File: config.mk
export PLATFORM = sky130hd
export DESIGN_NAME = tapid_merge
export DESIGN_NICKNAME = d
export VERILOG_FILES = /design/src/hdl/tapid_pkg.sv /design/src/hdl/tapid_merge.sv
export SDC_FILE = /design/constraint.sdc
export NUM_CORES = 1
export LEC_CHECK = 0
export ABC_AREA = 1
export BUFFER_PORTS_ARGS = -buffer_cell sky130_fd_sc_hd__buf_2
export CELL_PAD_IN_SITES_DETAIL_PLACEMENT = 1
export CELL_PAD_IN_SITES_GLOBAL_PLACEMENT = 2
export CORE_UTILIZATION = 24
export CTS_CLUSTER_SIZE = 24
export DETAILED_ROUTE_END_ITERATION = 12
export PLACE_DENSITY = 0.75
export SYNTH_ARGS = -nofsm -noshare
export SYNTH_HDL_FRONTEND = slang
export SYNTH_SLANG_ARGS = --single-unit
File: constraint.sdc
create_clock -name aclk -period 0.8 [get_ports aclk]
set_input_delay 0.08 -clock aclk [delete_from_list [all_inputs] [get_ports aclk]]
set_output_delay 0.08 -clock aclk [all_outputs]
set_load 0.02 [all_outputs]
File: src/hdl/tapid_pkg.sv
// Shared constants, types and register codes for the three-axis PID unit.
package tapid_pkg;

    localparam int AXES      = 3;
    localparam int FRAC_BITS = 16;

    localparam int DATA_W    = 32;
    localparam int GAIN_W    = 16;
    localparam int GAIN_FRAC = 8;
    localparam int DT_W      = 16;
    localparam int DT_FRAC   = 16;
    localparam int REG_W     = GAIN_W * AXES;
    localparam int NUM_REGS  = 4;
    localparam int IDX_W     = 2;

    localparam int LIM_SHIFT = FRAC_BITS - GAIN_FRAC;
    localparam int INT_W     = GAIN_W + LIM_SHIFT + 1;
    localparam int PROD_W    = DATA_W + GAIN_W + 1;
    localparam int INC_W     = PROD_W - DT_FRAC;
    localparam int SUM_W     = ((INT_W > INC_W) ? INT_W : INC_W) + 1;
    localparam int IPROD_W   = INT_W + GAIN_W + 1;
    localparam int TERM_W    = PROD_W - GAIN_FRAC;
    localparam int ITERM_W   = IPROD_W - GAIN_FRAC;
    localparam int DRV_W     = ((TERM_W > ITERM_W) ? TERM_W : ITERM_W) + 2;

    localparam int S_FIELDS_W = 3 * AXES * DATA_W + DT_W;
    localparam int S_TDATA_W  = ((S_FIELDS_W + 7) / 8) * 8;
    localparam int M_TDATA_W  = ((AXES * DATA_W + 7) / 8) * 8;

    typedef logic signed [DATA_W-1:0] data_t;
    typedef logic [GAIN_W-1:0]        gain_t;
    typedef logic [DT_W-1:0]          dt_t;
    typedef logic [REG_W-1:0]         cfg_reg_t;
    typedef logic [AXES-1:0][DATA_W-1:0] drive_vec_t;

    typedef enum logic [IDX_W-1:0] {
        REG_PROP_GAINS   = 2'd0,
        REG_INTEG_GAINS  = 2'd1,
        REG_DERIV_GAINS  = 2'd2,
        REG_INTEG_LIMITS = 2'd3
    } reg_index_t;

    // Per-axis coefficients handed to one lane.
    typedef struct packed {
        gain_t kp;
        gain_t ki;
        gain_t kd;
        gain_t lim;
    } lane_gains_t;

    // Step strobes from the sequencer to every lane.
    typedef struct packed {
        logic load;
        logic mul;
        logic integ;
        logic mul_i;
        logic sum;
    } lane_ctrl_t;

endpackage

File: src/hdl/tapid_merge.sv
// Output stage: gathers the lane results into one item and holds it for the sink.
module tapid_merge
    import tapid_pkg::*;
(
    input  logic                 aclk,
    input  logic                 aresetn,
    input  logic                 load,
    input  drive_vec_t           drives,
    input  logic                 m_tready,
    output logic                 m_tvalid,
    output logic [M_TDATA_W-1:0] m_tdata,
    output logic                 out_free
);

    logic                 m_tvalid_reg;
    logic [M_TDATA_W-1:0] m_tdata_reg;

    assign out_free = !m_tvalid_reg || m_tready;

    always_ff @(posedge aclk) begin
        if (!aresetn) begin
            m_tvalid_reg <= 1'b0;
        end else if (load) begin
            m_tvalid_reg <= 1'b1;
        end else if (m_tready) begin
            m_tvalid_reg <= 1'b0;
        end
    end

    always_ff @(posedge aclk) begin
        if (load) begin
            m_tdata_reg <= M_TDATA_W'(drives);
        end
    end

    assign m_tvalid = m_tvalid_reg;
    assign m_tdata  = m_tdata_reg;

endmodule

==> results of run 1 <==
[cells by family after synthesis]
logic type,synth area share
compound gates,0.00299
buf+inv,0.00384
flops,0.991
simple gates,0.00214
[layout make-up]
cell class / count / area share
sequential: 97 / 0.488
timing repair buffer: 298 / 0.422
clock buffer: 11 / 0.0425
tap: 143 / 0.0301
clock inverter: 5 / 0.0130
multi-input combinational: 2 / 0.00252
inverter: 3 / 0.00189
[layout by cell type (no fill, tap or decap)]
| cell type | count |
|---|---|
| bufinv_16 | 2 |
| dlygate4sd3_1 | 97 |
| clkinvlp_4 | 1 |
| dfxtp_2 | 1 |
| inv_1 | 3 |
| buf_2 | 117 |
| buf_4 | 3 |
| clkbuf_8 | 2 |
| buf_12 | 2 |
| edfxtp_1 | 96 |
| nand2_2 | 1 |
| clkinv_2 | 2 |
| clkbuf_16 | 9 |
| a21oi_2 | 1 |
| buf_6 | 79 |
[through the flow]
stage	power (mW)	setup WS [ps]
final	13.0	-205
after CTS	12.9	-211
after floorplan	6.79	28.2
after global placement	7.50	-6.08
after detailed placement	7.54	-25.0
after global routing	13.5	-241
[tightest hold or removal path, stage by stage]
cell	delay (ps)
buf_2	80
inv_1	40
nand2_2	100
a21oi_2	70
[timing repair]
item / 4_1_cts / 5_1_grt
gates resized for setup: 69 / 90
buffers inserted: 0 / 1
setup endpoints to repair: 98 / 98
pin swaps: 0 / 1
hold buffers: 97 / 0
endpoints found under the hold margin: 97 / 0
[worst max-delay path by stage]
stage	to	slack, ps	depth (start not counted)
finish	m_tvalid	-210	2
global route	m_tvalid	-240	2
CTS	m_tdata[78]	-210	1
detailed placement	m_tdata[13]	-20	2
global placement	m_tdata[6]	-6	2
floorplan	m_tvalid	30	2
[layer usage]
layer / track usage / up-vias / wire length, µm
met3: 0.0556 / 18 / 813
met5: 0 / - / 0
li1: - / 1024 / -
met2: 0.265 / 136 / 5360
met4: 0.0836 / 0 / 212
met1: 0.141 / 1059 / 3400
[power by group through the flow]
stage	Sequential (mW)	Clock (mW)	Combinational (mW)
floorplan	6.77	0	0.0118
global placement	6.22	0	1.28
detailed placement	6.24	0	1.30
CTS	6.17	4.89	1.82
global route	6.26	5.06	2.15
finish	6.23	4.72	2.06
==> reports/qor.csv, run 1 <==
metric,value,unit
fin util,0.510,
Crit. End Element,output pin,
failing checks,negative setup slack,
WP data arrival,930,ps
drc violations,0,
GRT overflow,0,
die area,12700,µm²
share of layout cells above drive strength 1,0.529,
Non-Filler Instances,559,
Peak VDD IR,0.971,mV
drt total wl,9790,µm
Psw,2.95,mW
post-DR wirelength/cell,17.5,µm
Boundary Pins,198,
Core ar.,11700,µm²
initial drt markers,114,
Syn Inst Count,102,
first-pass GRT wire length,13300,µm
slew of the pin with the lowest slew margin,262,ps
Starting Density,0.251,
Post-Layout Inst Area,5950,µm²
I/O Buffers,197,
fmax,995,MHz
DIE WIDTH,112,µm
Fin Hold WS,58.9,ps
fin. max-slew vios,0,
worst hold start,m_tready,
Post-Route Skew,0,ps
Min-Delay Path Depth,4,
Root Driver,clkbuf_16,
clock power share,0.363,
ranking of synthesized cells by area,"edfxtp_1 (98%), dfxtp_1 (0.68%), inv_1 (0.38%)",
period utilization,1.26,
Netlist cell types,5,
PwrDens,2190,nW/µm²
GRT Util Overall,0.146,
status,"complete, but fails checks",
Multi-input gate area,15.0,µm²
clk buf depth,2,
P_int,10.1,mW
# rows,39,
ANT cells,0,
most common flop cell mapped by yosys,edfxtp_1,
clock-pin slew on the worst setup and hold paths,70,ps
CTS tree,built,
R2R Path Start,m_tvalid,
register area,2900,µm²
Inst Count DP,445,
top post-synthesis cells by count,"edfxtp_1 (96), inv_1 (3), a21oi_2 (1), dfxtp_1 (1), nand2_2 (1)",
CP Class,flip-flop to output pin,
Fin. Hold Viols,0,
vias in the first global route,2481,
Nets,511,
CP startpoint kind,flip-flop,
vias,2237,
Worst Path Max Fanout,2,
RSZ-0062 raised after global routing,true,
Worst path slowest cell,dfxtp_2,
syn nets,202,
Worst R2R Setup Slack,160,ps
largest net degree at the start of global routing,48,
switching portion of total power,0.227,
Reg2Reg Depth,2,
Sequential Power Share,0.479,
Hold Crit Class,input pin to flip-flop,
"Buf+Inv Stages, Crit Path",2,
Synth Warn #,0,
"delay-heaviest family, CP",flip-flops,
clock sink count,97,
Die Height,112,µm
Post-Place Cell Area,4140,µm²
Fill cells,1132,
most common cell in the synthesized netlist,edfxtp_1,
async set-or-reset flop fraction in the synthesized netlist,0,
"Critical Path, Cell by Cell",buf_4 > buf_6,
DP HPWL,5420,µm
Largest register FFs,96,
mean post-synth cell area,28.7,µm²
detailed-router iteration count before antenna repair,4,
crit path launch,m_tvalid,
worst skew pair latency,340,ps
initial antenna violation count,0,
max_cap viols,0,
Max stage delay on crit path,330,ps
Finish-stage setup viols,98,
post-synth top area share,0.984,
Required @ worst endpoint,720,ps
Num CTS Buffers,9,
"Seq/Total Area, Yosys",0.991,
fin crit period,1010,ps
H-tree depth,3,
leakage,2.51,nW
Slew HR,0.825,
Worst Hold End,m_tvalid,
reg-to-reg endpoint,m_tvalid,
"Cell Area, Synth",2930,µm²
Final WS setup,-205,ps
Post-synth EDFFs,96,
combinational share of power,0.158,
setup TNS,-15080,ps
P&R area growth vs syn,103,%
"area leader, netlist",edfxtp_1,
ANT nets after route,0,
DR vias/cell,4.00,
Synth Register Bits,97,
Placer Congestion,0.699,
Power figures use the tool's default switching activity.
==> run 2, diff against run 1 <==
BUFFER_PORTS_ARGS = default   (was -buffer_cell sky130_fd_sc_hd__buf_2)
CORE_UTILIZATION = 36   (was 24)
DONT_BUFFER_PORTS = 1   (was default)
PLACE_DENSITY = 0.73   (was 0.75)
==> run 2 against run 1 <==
The flow finishes with violations (negative hold slack, negative setup slack); count of clock-buffer cells in the layout decreased by 2; maximum frequency increased by 6.3%; sequential cell count unchanged; combinational power decreased by 79%; critical path type unchanged; largest power group unchanged; highest routed layer is now met5.
==> reports/qor.csv, run 2 (synthesis gave the netlist of run 1 again) <==
metric,value,unit
Max stage delay on crit path,340,ps
"delay-heaviest family, CP",flip-flops,
DIE WIDTH,92.2,µm
Post-Route Skew,0,ps
RSZ-0062 raised after global routing,true,
Placer Congestion,0.736,
clk buf depth,2,
Fin Hold WS,-164,ps
pre-CTS setup slack,160,ps
drc violations,0,
# rows,32,
ANT cells,0,
Peak VDD IR,1.10,mV
GRT overflow,0,
post-DR wirelength/cell,20.8,µm
Required @ worst endpoint,720,ps
R2R Path Start,m_tvalid,
share of layout cells above drive strength 1,0.100,
CTS tree,built,
DR vias/cell,4.66,
clock-pin slew on the worst setup and hold paths,90,ps
DP HPWL,3900,µm
period utilization,1.18,
Largest register FFs,96,
initial drt markers,56,
Num CTS Buffers,9,
worst skew pair latency,340,ps
Die Height,92.2,µm
worst hold start,load,
initial antenna violation count,1,
"commonest non-fill, non-tap cell in the layout",dlygate4sd3_1,
clock sink count,97,
leakage,1.50,nW
I/O Buffers,0,
CP startpoint kind,flip-flop,
largest net degree at the start of global routing,98,
Crit. End Element,output pin,
ANT nets after route,0,
GRT Util Overall,0.163,
Root Driver,clkbuf_8,
fmax,1060,MHz
WP data arrival,870,ps
"Critical Path, Cell by Cell",nand2_2 > buf_6,
PwrDens,2390,nW/µm²
most frequent cells in the layout,"dlygate4sd3_1 (98), edfxtp_1 (96), clkbuf_8 (9)",
Fill cells,680,
Core ar.,7810,µm²
Finish-stage setup viols,99,
Hold Buf Count CTS,98,
detailed-router iteration count before antenna repair,4,
failing checks,"negative hold slack, negative setup slack",
"Buf+Inv Stages, Crit Path",1,
vias in the first global route,1698,
CP Class,flip-flop to output pin,
fin util,0.548,
crit path launch,m_tvalid,
die area,8500,µm²
Nets,316,
max_cap viols,0,
Worst Path Max Fanout,2,
Starting Density,0.375,
Slew HR,0.839,
fin. max-slew vios,0,
Post-Layout Inst Area,4280,µm²
P&R area growth vs syn,46.0,%
Hold Crit Class,input pin to flip-flop,
drt total wl,6690,µm
slew of the pin with the lowest slew margin,241,ps
vias,1501,
Boundary Pins,198,
Final WS setup,-145,ps
fin crit period,945,ps
Worst path slowest cell,dfxtp_2,
Fin. Hold Viols,96,
Post-Place Cell Area,3070,µm²
H-tree depth,3,
first-pass GRT wire length,9740,µm
status,"complete, but fails checks",
run 2: cell types whose count changed in the layout (fill, tap and decap cells not counted):
| cell | before | now |
|---|---|---|
| bufinv_16 | 2 | 1 |
| buf_2 | 117 | 0 |
| clkbuf_16 | 9 | 0 |
| clkbuf_8 | 2 | 9 |
| buf_12 | 2 | 0 |
| clkinv_4 | 0 | 1 |
| buf_6 | 79 | 2 |
| clkinv_2 | 2 | 0 |
| inv_6 | 0 | 2 |
| clkinv_1 | 0 | 1 |
| dlygate4sd3_1 | 97 | 98 |
run 2: stage by stage:
stage / setup TNS (ps) / hold slack (ps) / std cells / power [mW]
6_report: -11930 / -164 / 322 / 10.2
5_1_grt: -15650 / -191 / 322 / 10.6
4_1_cts: -14550 / -186 / 322 / 10.3
3_5_place_dp: 0 / 179 / 206 / 6.87
3_3_place_gp: 0 / 179 / 206 / 6.86
2_1_floorplan: 0 / 179 / 102 / 6.79
run 2: power by group:
part	internal, mW	switching [mW]
logic	0.340	0.102
clock network	1.45	1.61
registers	6.06	0.665
run 2: final cells by class:
type / count / area, µm² / area share
Clock buffer: 9 / 124 / 0.0290
Inverter: 3 / 11.3 / 0.00263
Timing Repair Buffer: 103 / 1030 / 0.240
Multi-Input combinational cell: 2 / 15.0 / 0.00351
Sequential cell: 97 / 2900 / 0.679
Tap cell: 102 / 128 / 0.0299
Clock inverter: 6 / 67.6 / 0.0158
run 2: what timing repair did:
item,4_1_cts,5_1_grt
pin swaps,1,1
resized for setup,2,1
setup endpoints to repair,98,99
buffers inserted,3,1
endpoints found under the hold margin,193,96
run 2: metal layers:
layer / track usage / up-vias / wire length (µm)
met4: 0.0859 / 2 / 80
met3: 0.0854 / 11 / 862
met1: 0.168 / 712 / 2450
met5: 0 / - / 13
li1: - / 632 / -
met2: 0.269 / 144 / 3280
run 2: worst paths after layout:
kind / endpoint / slack [ps] / cells after the start
max: out_free / -150 / 2
min: m_tdata[48] / -160 / 0
max reg2reg: m_tvalid / -130 / 5
min reg2reg: m_tvalid / 750 / 5
run 2: worst reg2reg max path: stages, from the launching register on:
cell and delay (ps):
dfxtp_2 340, nand2_2 60, buf_4 130, buf_6 100, buf_4 120, a21oi_2 120
